===== src/rtl/core/bcw_pkg.sv =====
// Package for the packet CRC-24 / whitening encoder.
// Holds constants, shared types and the bit-level LFSR functions.
// No dependencies.
`timescale 1ns / 1ps

package bcw_pkg;

    localparam int unsigned CrcWidth   = 24;
    localparam int unsigned ByteWidth  = 8;
    localparam int unsigned BurstLen   = 4;
    localparam int unsigned CountWidth = 3;

    localparam logic [CrcWidth-1:0]  CRC_POLY   = 24'h00065B;
    localparam logic [CrcWidth-1:0]  CRC_RESET  = 24'h555555;
    localparam logic [ByteWidth-1:0] WHITEN_TAP = 8'h11;
    localparam logic [ByteWidth-1:0] WHITEN_MSB = 8'h80;

    // One input request as held in the input register.
    typedef struct packed {
        logic [ByteWidth-1:0] data_byte;
        logic                 first_byte;
        logic                 last_byte;
        logic [ByteWidth-1:0] whiten_seed;
    } item_t;

    // Everything one request produces, plus the running state after it.
    typedef struct packed {
        logic [BurstLen-1:0][ByteWidth-1:0] bytes;
        logic                               burst;
        logic [CrcWidth-1:0]                crc_next;
        logic [ByteWidth-1:0]               wh_next;
    } enc_result_t;

    function automatic logic [ByteWidth-1:0] reverse8(input logic [ByteWidth-1:0] b);
        logic [ByteWidth-1:0] r;
        for (int i = 0; i < ByteWidth; i++)
        begin
            r[i] = b[ByteWidth-1-i];
        end
        return r;
    endfunction

    // Eight CRC steps, data LSB first.
    function automatic logic [CrcWidth-1:0] crc_byte(input logic [CrcWidth-1:0] crc_in,
                                                      input logic [ByteWidth-1:0] d);
        logic [CrcWidth-1:0] c;
        logic                top;
        c = crc_in;
        for (int i = 0; i < ByteWidth; i++)
        begin
            top = c[CrcWidth-1];
            c   = {c[CrcWidth-2:0], 1'b0};
            if (top != d[i])
            begin
                c = c ^ CRC_POLY;
            end
        end
        return c;
    endfunction

    // Whitens one byte, LSB first; returns {register after, whitened byte}.
    function automatic logic [2*ByteWidth-1:0] whiten_byte(input logic [ByteWidth-1:0] wh_in,
                                                           input logic [ByteWidth-1:0] d);
        logic [ByteWidth-1:0] w;
        logic [ByteWidth-1:0] b;
        w = wh_in;
        b = d;
        for (int i = 0; i < ByteWidth; i++)
        begin
            if ((w & WHITEN_MSB) != '0)
            begin
                w    = w ^ WHITEN_TAP;
                b[i] = ~b[i];
            end
            w = {w[ByteWidth-2:0], 1'b0};
        end
        return {w, b};
    endfunction

endpackage


===== src/rtl/core/bcw_encode.sv =====
// Combinational encoder: CRC update and whitening of one request, plus the
// three trailing CRC bytes when the request closes a packet. Uses bcw_pkg.
`timescale 1ns / 1ps

module bcw_encode
    import bcw_pkg::*;
(
    input  item_t                item,
    input  logic [CrcWidth-1:0]  crc_cur,
    input  logic [ByteWidth-1:0] wh_cur,
    input  logic [CrcWidth-1:0]  crc_preset,
    output enc_result_t          result
);

    logic [CrcWidth-1:0]    crc_start;
    logic [ByteWidth-1:0]   wh_start;
    logic [CrcWidth-1:0]    crc_after;
    logic [2*ByteWidth-1:0] w_data;
    logic [2*ByteWidth-1:0] w_crc0;
    logic [2*ByteWidth-1:0] w_crc1;
    logic [2*ByteWidth-1:0] w_crc2;

    always_comb
    begin
        crc_start = item.first_byte ? crc_preset : crc_cur;
        wh_start  = item.first_byte ? item.whiten_seed : wh_cur;
        crc_after = crc_byte(crc_start, item.data_byte);

        w_data = whiten_byte(wh_start, item.data_byte);
        // CRC bytes go out MSB byte first, whitening register keeps running
        w_crc0 = whiten_byte(w_data[2*ByteWidth-1:ByteWidth], reverse8(crc_after[23:16]));
        w_crc1 = whiten_byte(w_crc0[2*ByteWidth-1:ByteWidth], reverse8(crc_after[15:8]));
        w_crc2 = whiten_byte(w_crc1[2*ByteWidth-1:ByteWidth], reverse8(crc_after[7:0]));

        result.bytes[0] = reverse8(w_data[ByteWidth-1:0]);
        result.bytes[1] = reverse8(w_crc0[ByteWidth-1:0]);
        result.bytes[2] = reverse8(w_crc1[ByteWidth-1:0]);
        result.bytes[3] = reverse8(w_crc2[ByteWidth-1:0]);
        result.burst    = item.last_byte;
        result.crc_next = crc_after;
        result.wh_next  = item.last_byte ? w_crc2[2*ByteWidth-1:ByteWidth]
                                         : w_data[2*ByteWidth-1:ByteWidth];
    end

endmodule


===== src/rtl/core/bcw_obuf.sv =====
// Output buffer: holds one result byte, or a four-byte burst (data byte
// plus CRC bytes), and drains it one byte per transfer. Uses bcw_pkg.
`timescale 1ns / 1ps

module bcw_obuf
    import bcw_pkg::*;
(
    input  logic                 clk,
    input  logic                 rst_n,
    input  logic                 load,
    input  enc_result_t          result,
    output logic                 can_load,
    output logic                 m_axis_tvalid,
    input  logic                 m_axis_tready,
    output logic [ByteWidth-1:0] m_axis_tdata,   // [7:0] out_byte
    output logic                 m_axis_tlast    // end_of_packet
);

    logic [CountWidth-1:0]              cnt_reg;
    logic [CountWidth-1:0]              cnt_next;
    logic [BurstLen-1:0][ByteWidth-1:0] byte_reg;
    logic [BurstLen-1:0][ByteWidth-1:0] byte_next;
    logic [BurstLen-1:0]                eop_reg;
    logic [BurstLen-1:0]                eop_next;
    logic                               take;

    assign take          = (cnt_reg != '0) && m_axis_tready;
    assign can_load      = (cnt_reg == '0) || ((cnt_reg == CountWidth'(1)) && m_axis_tready);
    assign m_axis_tvalid = (cnt_reg != '0);
    assign m_axis_tdata  = byte_reg[0];
    assign m_axis_tlast  = eop_reg[0];

    always_comb
    begin
        cnt_next  = cnt_reg;
        byte_next = byte_reg;
        eop_next  = eop_reg;
        if (load)
        begin
            byte_next = result.bytes;
            eop_next  = {result.burst, {(BurstLen-1){1'b0}}};
            cnt_next  = result.burst ? CountWidth'(BurstLen) : CountWidth'(1);
        end
        else if (take)
        begin
            for (int i = 0; i < BurstLen - 1; i++)
            begin
                byte_next[i] = byte_reg[i+1];
                eop_next[i]  = eop_reg[i+1];
            end
            byte_next[BurstLen-1] = byte_reg[BurstLen-1];
            eop_next[BurstLen-1]  = 1'b0;
            cnt_next = cnt_reg - CountWidth'(1);
        end
    end

    always_ff @(posedge clk or negedge rst_n)
    begin
        if (!rst_n)
        begin
            cnt_reg <= '0;
        end
        else
        begin
            cnt_reg <= cnt_next;
        end
    end

    always_ff @(posedge clk)
    begin
        byte_reg <= byte_next;
        eop_reg  <= eop_next;
    end

endmodule


===== src/rtl/core/ble_packet_crc_whiten_encoder_unit.sv =====
// Top level of the packet CRC-24 / whitening encoder.
// Instantiates bcw_encode and bcw_obuf; uses bcw_pkg.
`timescale 1ns / 1ps

// Usage:
//   s_axis carries one packet byte per request: tdata[7:0] data byte,
//   tdata[15:8] whitening seed, tuser marks the first byte (loads the CRC
//   preset and the seed), tlast marks the last data byte.
//   m_axis gives one encoded byte per request; a request with tlast set
//   produces four output bytes (the data byte then three CRC bytes), and
//   m_axis_tlast is high on the last CRC byte.
//   cfg_valid/cfg_data write the 24-bit CRC preset; cfg_ready is always
//   high. A new preset takes effect at the next first byte.
// Timing:
//   An accepted byte is captured in the input register, encoded by
//   combinational logic and loaded into the output buffer, which drives m_axis.
//   Throughput is one byte per cycle while m_axis_tready stays high; a
//   closing byte occupies the output buffer for all four of its bytes,
//   during which input stalls once the input register is full.
// Reset: rst_n clears the buffers, sets the CRC register and preset to
//   0x555555 and the whitening register to zero.
// Stall: when m_axis_tready is low the output buffer and then the input
//   register hold, and s_axis_tready falls.
module ble_packet_crc_whiten_encoder_unit
    import bcw_pkg::*;
(
    input  logic                   clk,
    input  logic                   rst_n,
    input  logic                   s_axis_tvalid,
    output logic                   s_axis_tready,
    input  logic [2*ByteWidth-1:0] s_axis_tdata,   // [7:0] data_byte, [15:8] whiten_seed
    input  logic                   s_axis_tuser,   // first_byte
    input  logic                   s_axis_tlast,   // last_byte
    output logic                   m_axis_tvalid,
    input  logic                   m_axis_tready,
    output logic [ByteWidth-1:0]   m_axis_tdata,   // [7:0] out_byte
    output logic                   m_axis_tlast,   // end_of_packet
    input  logic                   cfg_valid,
    output logic                   cfg_ready,
    input  logic [CrcWidth-1:0]    cfg_data
);

    logic                 in_valid_reg;
    logic                 in_valid_next;
    item_t                item_reg;
    logic [CrcWidth-1:0]  crc_reg;
    logic [CrcWidth-1:0]  crc_next;
    logic [ByteWidth-1:0] wh_reg;
    logic [ByteWidth-1:0] wh_next;
    logic [CrcWidth-1:0]  preset_reg;
    logic [CrcWidth-1:0]  preset_next;
    enc_result_t          result;
    logic                 can_load;
    logic                 advance;
    logic                 s_take;

    assign cfg_ready     = 1'b1;
    assign advance       = in_valid_reg && can_load;
    assign s_axis_tready = !in_valid_reg || can_load;
    assign s_take        = s_axis_tvalid && s_axis_tready;

    bcw_encode u_encode (
        .item       (item_reg),
        .crc_cur    (crc_reg),
        .wh_cur     (wh_reg),
        .crc_preset (preset_reg),
        .result     (result)
    );

    bcw_obuf u_obuf (
        .clk           (clk),
        .rst_n         (rst_n),
        .load          (advance),
        .result        (result),
        .can_load      (can_load),
        .m_axis_tvalid (m_axis_tvalid),
        .m_axis_tready (m_axis_tready),
        .m_axis_tdata  (m_axis_tdata),
        .m_axis_tlast  (m_axis_tlast)
    );

    always_comb
    begin
        in_valid_next = in_valid_reg;
        if (s_take)
        begin
            in_valid_next = 1'b1;
        end
        else if (advance)
        begin
            in_valid_next = 1'b0;
        end
        crc_next    = advance ? result.crc_next : crc_reg;
        wh_next     = advance ? result.wh_next : wh_reg;
        preset_next = cfg_valid ? cfg_data : preset_reg;
    end

    always_ff @(posedge clk or negedge rst_n)
    begin
        if (!rst_n)
        begin
            in_valid_reg <= 1'b0;
            crc_reg      <= CRC_RESET;
            wh_reg       <= '0;
            preset_reg   <= CRC_RESET;
        end
        else
        begin
            in_valid_reg <= in_valid_next;
            crc_reg      <= crc_next;
            wh_reg       <= wh_next;
            preset_reg   <= preset_next;
        end
    end

    always_ff @(posedge clk)
    begin
        if (s_take)
        begin
            item_reg.data_byte   <= s_axis_tdata[ByteWidth-1:0];
            item_reg.whiten_seed <= s_axis_tdata[2*ByteWidth-1:ByteWidth];
            item_reg.first_byte  <= s_axis_tuser;
            item_reg.last_byte   <= s_axis_tlast;
        end
    end

endmodule


===== config.mk =====
export PLATFORM = sky130hd
export DESIGN_NAME = ble_packet_crc_whiten_encoder_unit
export DESIGN_NICKNAME = d
export VERILOG_FILES = /design/src/rtl/core/bcw_pkg.sv /design/src/rtl/core/bcw_encode.sv /design/src/rtl/core/bcw_obuf.sv /design/src/rtl/core/ble_packet_crc_whiten_encoder_unit.sv
export SDC_FILE = /design/constraint.sdc
export NUM_CORES = 1
export LEC_CHECK = 0
export ABC_AREA = 1
export BUFFER_PORTS_ARGS = -buffer_cell sky130_fd_sc_hd__buf_2
export CORE_UTILIZATION = 40
export CTS_CLUSTER_DIAMETER = 40
export DETAILED_ROUTE_END_ITERATION = 8
export MAX_ROUTING_LAYER = met4
export SLEW_MARGIN = 10
export SYNTH_ARGS = -nofsm -noshare
export SYNTH_HDL_FRONTEND = slang
export SYNTH_SLANG_ARGS = --single-unit

===== constraint.sdc =====
create_clock -name clk -period 3.3 [get_ports clk]
set_input_delay 0.66 -clock clk [delete_from_list [all_inputs] [get_ports clk]]
set_output_delay 0.66 -clock clk [all_outputs]
set_load 0.1 [all_outputs]

# After elaboration in Yosys (flattened, before gate mapping)
# Cells that the tools add are included.
# totals
latch_bits	0
mem_bits_ro	0
input_bits	47
reg_bits	114
out_inout_bits	12
ram_bits	0
n_memories	0
elab_cells	192
# classes
n_div	0
eq_ne	9
addsub	1
magnitude_cmp	0
mux	84
bitwise	72
shift	0
mul	0
n_reduce_logical	11
# ops
operator	n
$mux W5	32
$mux W11	8
$not A2 Y2	32
$not A7 Y7	8
$mux W24	2
$mux W1	34
$mux W32	1
$not A1 Y1	32
$mux W8	2
$mux W3	3
$mux W4	2
$ne A1 B1 Y1	8
$logic_and A1 B1 Y1	4
$reduce_bool A2 Y1	2
$eq A3 B1 Y1 const B	1
$logic_not A3 Y1	1
$reduce_bool A3 Y1	1
$sub A3 B1 Y3 const B	1
$logic_or A1 B1 Y1	2
$logic_not A1 Y1	1

# Depth between registers and ports, before layout
# logic_depth
word_depth	66
depth_mapped	21
depth_no_buf	19

# By module
# From an unflattened synthesis, not the netlist that was laid out.
# hier_totals
hier_cells	760
area_unflattened_um2	7009.2
# by_module_without_submodules
module	area_each_um2	seq_area_each_um2	instances	cells_per_inst
ble_packet_crc_whiten_encoder_unit	2931.6	1996.9	1	268
bcw_encode	2302.2	0.0	1	312
bcw_obuf	1775.5	1126.1	1	180

# Worst setup path after synthesis
# OpenSTA, ideal clock, no wires.
# synth_path
path_type	register -> register
startpoint	register u_obuf.cnt_reg[0]
endpoint	register u_obuf.byte_reg[10] in the netlist's numbering (enable)
t_required_ns	2.916
setup_time_ns	0.384
t_arrival_ns	2.233
setup_slack_ns	0.683
n_path_buf	0
stages_incl_launch_ff	6
cell_sequence	dfrtp_1 inv_1 ha_1 nand2_1 nand2_1 nand2_1
# synth_via
word_cells_on_any_way	8
# synth_rtl
element	line	rtl
from (decl)	bcw_obuf.sv:19	logic [CountWidth-1:0] cnt_reg;
from (signal assigned)	bcw_obuf.sv:65	cnt_reg <= cnt_next;
$reduce_bool A3 Y1	-	
via m_axis_tvalid	ble_packet_crc_whiten_encoder_unit.sv:34	output logic m_axis_tvalid,
$logic_and A1 B1 Y1	bcw_obuf.sv:27	assign take = (cnt_reg != '0) && m_axis_tready;
$reduce_bool A2 Y1 (no source line)	-	
to (signal assigned)	bcw_obuf.sv:71	byte_reg <= byte_next;
to (decl)	bcw_obuf.sv:21	logic [BurstLen-1:0][ByteWidth-1:0] byte_reg;
# The timed path passes the listed nets, and every way through them passes these cells.
# A chain may end at the register's enable or synchronous reset.

==> reports/qor.txt <==
status - finished, final reports clean
CTS Buf Count - 17
worst-path fanout max - 12
hpwl dp - 12,620 um
highest-count cells in the layout ignoring fill and taps - 214 x nand2_1, 74 x inv_1, 74 x o21ai_0
CTS Hold Buffers Added - 0
Post-synth ARST share - 0.5221
later-pin clock latency in the skew report - 420 ps
total die area - 0.01630 mm^2
number of remaining DRC errors - 0
vias per cell - 4.926
Final setup viols - 0
Seq cells post-synth - 113
RD Place Congestion - 0.9538
Mean Syn Cell Area - 8.871 um^2
layout cells sized above 1 - 0.2327
max incr delay on CP - 430 ps
# Max-Cap Violations - 0
Seq/Total Area, Yosys - 0.4905
Die Wd - 127.7 um
Worst Path Arrival - 3150 ps
die height - 127.7 um
number of diodes - 0
r2r startpoint - item_reg[9]$_DFFE_PP_
Starting Density - 0.4124
Total Routed Length - 16,530 um
Tcrit/Tclk final - 0.9056
Final Hold Viols - 0
Synth cell types - 43
total clock sinks - 113
ys flop type - edfxtp_1
Compound-Gate Fraction of Synth Area - 0.1044
Area contributors post-synth - edfxtp_1 24%, dfrtp_1 14%, nand2_1 13%
Total Neg Setup Slack - 0 ps
Yosys warning total - 0
Hold WC Path Type - input port to async pin
number of enable flip-flop cells after synthesis - 51
adder-cell area share of the yosys netlist - 0.005943
GRT Residual Overflow - 0
WS Path Type - flip-flop to flip-flop
GR Util All Layers - 0.2248
FF-to-FF setup slack - 310 ps
Achievable Freq - 0.3346 GHz
CP max stage cell - edfxtp_1
Synth top area share - 0.2425
most common cell after layout, fill and taps aside - nand2_1
cts repair resizes - 0
clock transition at the registers of the reported paths - 60 ps
WP data required - 3460 ps
Post-CTS Repair Setup Buffers - 0
crit path launch - item_reg[9]$_DFFE_PP_
worst-margin pin slew - 619.1 ps
fin cells - 993
CP startpoint kind - flip-flop
multi-input logic area - 0.002730 mm^2
core area - 0.01531 mm^2
layout net count - 819
largest net degree at the start of global routing - 56
H-tree levels - 4
Clock Tree Root - clkbuf_16
CP cell instances - inv_2 > buf_4 > nand2_1 > nand2_2 > nand2_1 > nand2_1 > nand2_1 > nand3_1 > nand3_1 > nand2_1 > inv_1 > nand2_1 > nand2_1 > nand2_1 > nand2_1 > nand3_1 > nand2_1 > nand2_1 > a21oi_1
post-synthesis xor/xnor area fraction - 0.1058
P&R area growth vs syn - 17.53%
Clock Skews - 6.952 ps
Synth Net Count - 762
drt wl/cell - 16.64 um
clock tree buffer depth - 2
leading area contributor after synthesis - edfxtp_1
Routed Antenna Nets - 0
Port Buffers - 57
Slew HR - 0.5872
RSZ-0062 raised after global routing - false
Row Count - 45
dpl cells - 961
CTS tree - built
mux contribution to synthesized area - 0.01248
Cells after Synth - 712
register area - 0.003098 mm^2
Min Clock Period, post-route - 2988 ps
initial antenna violation count - 0
critical path endpoint category - flip-flop
post-synthesis cell area - 0.006316 mm^2
DR vias - 4,892
Worst Hold Slack - 241.8 ps
CP most frequent cell - nand2_1
synthesized-area fraction occupied by and/or/nand/nor cells - 0.2021
fillers - 1,513
initial DRC count - 349
first drt pass iteration count - 5
Max Slew Vio Count - 0
first-pass GRT wire length - 26,210 um
main combinational cell family by area after synthesis - simple AND/OR/NAND/NOR gates
vias in the first global route - 4,844
# IOs - 59
kinds of logic after synthesis:
group / after synthesis
adders and majority gates: 3
DFF: 113
AOI/OAI and AO/OA: 115
and+or+nand+nor: 300
muxes: 7
other: 1
xor gates and xnor gates: 63
buffers and inverters: 110
per-layer routing:
metal  track usage  vias to the layer above  part of all wire
met3       0.05092                       20             0.059
met4       0.07336                        0             0.018
met2        0.3420                      143              0.46
met1        0.2980                     2324              0.46
li1              -                     2405                 -
met5             -                        -                 0
stage by stage:
| stage | area (um^2) | util | setup slack [ps] |
|---|---|---|---|
| after floorplan | 6316 | - | 682.6 |
| after global placement | 6788 | 0.4432 | 226.7 |
| after detailed placement | 6788 | 0.4432 | 267.0 |
| after CTS | 7423 | 0.4847 | 241.9 |
| after global routing | 7423 | 0.4847 | 76.43 |
| final | 7423 | 0.4847 | 311.6 |
area by class of cell:
cell class / count / share of cell area
sequential: 113 / 0.4173
multi-input combinational: 489 / 0.3678
tap: 211 / 0.03556
clock buffer: 20 / 0.06152
clock inverter: 12 / 0.02410
timing repair buffer: 72 / 0.05528
inverter: 76 / 0.03843
Yosys cell counts (4+ instances only):
cell	count
nand2_1	214
inv_1	76
o21ai_0	74
edfxtp_1	51
nand3_1	46
dfrtp_1	35
xor2_1	30
dfstp_2	24
xnor2_1	19
clkbuf_1	17
nand2_2	15
a21oi_1	12
nor2_1	10
buf_4	9
mux2_2	7
xor2_2	7
o21ai_1	6
xnor2_2	6
o21ai_2	5
nand2_4	4
o22ai_1	4
or2_2	4
worst max-delay path: cells and delay by family, from the launching register on:
kind / cells / cell delay (ps)
AND/OR/NAND/NOR: 15 / 1770
flip-flops: 1 / 430
buffers and inverters: 3 / 460
AO/OA/AOI/OAI: 1 / 60
worst paths after layout:
check	endpoint	cells after the start
setup / recovery	u_obuf.byte_reg[25]$_DFFE_PP_	19
hold / removal	preset_reg[3]$_DFFE_PN0P_	1
setup reg to reg	u_obuf.byte_reg[25]$_DFFE_PP_	19
hold reg to reg	crc_reg[2]$_DFFE_PN1P_	2
max in group asynchronous	preset_reg[6]$_DFFE_PN1P_	2
min in group clk	item_reg[12]$_DFFE_PP_	1
Power is not shown: default switching activity piles up to over one toggle a cycle in this logic, so the estimate is an artifact.
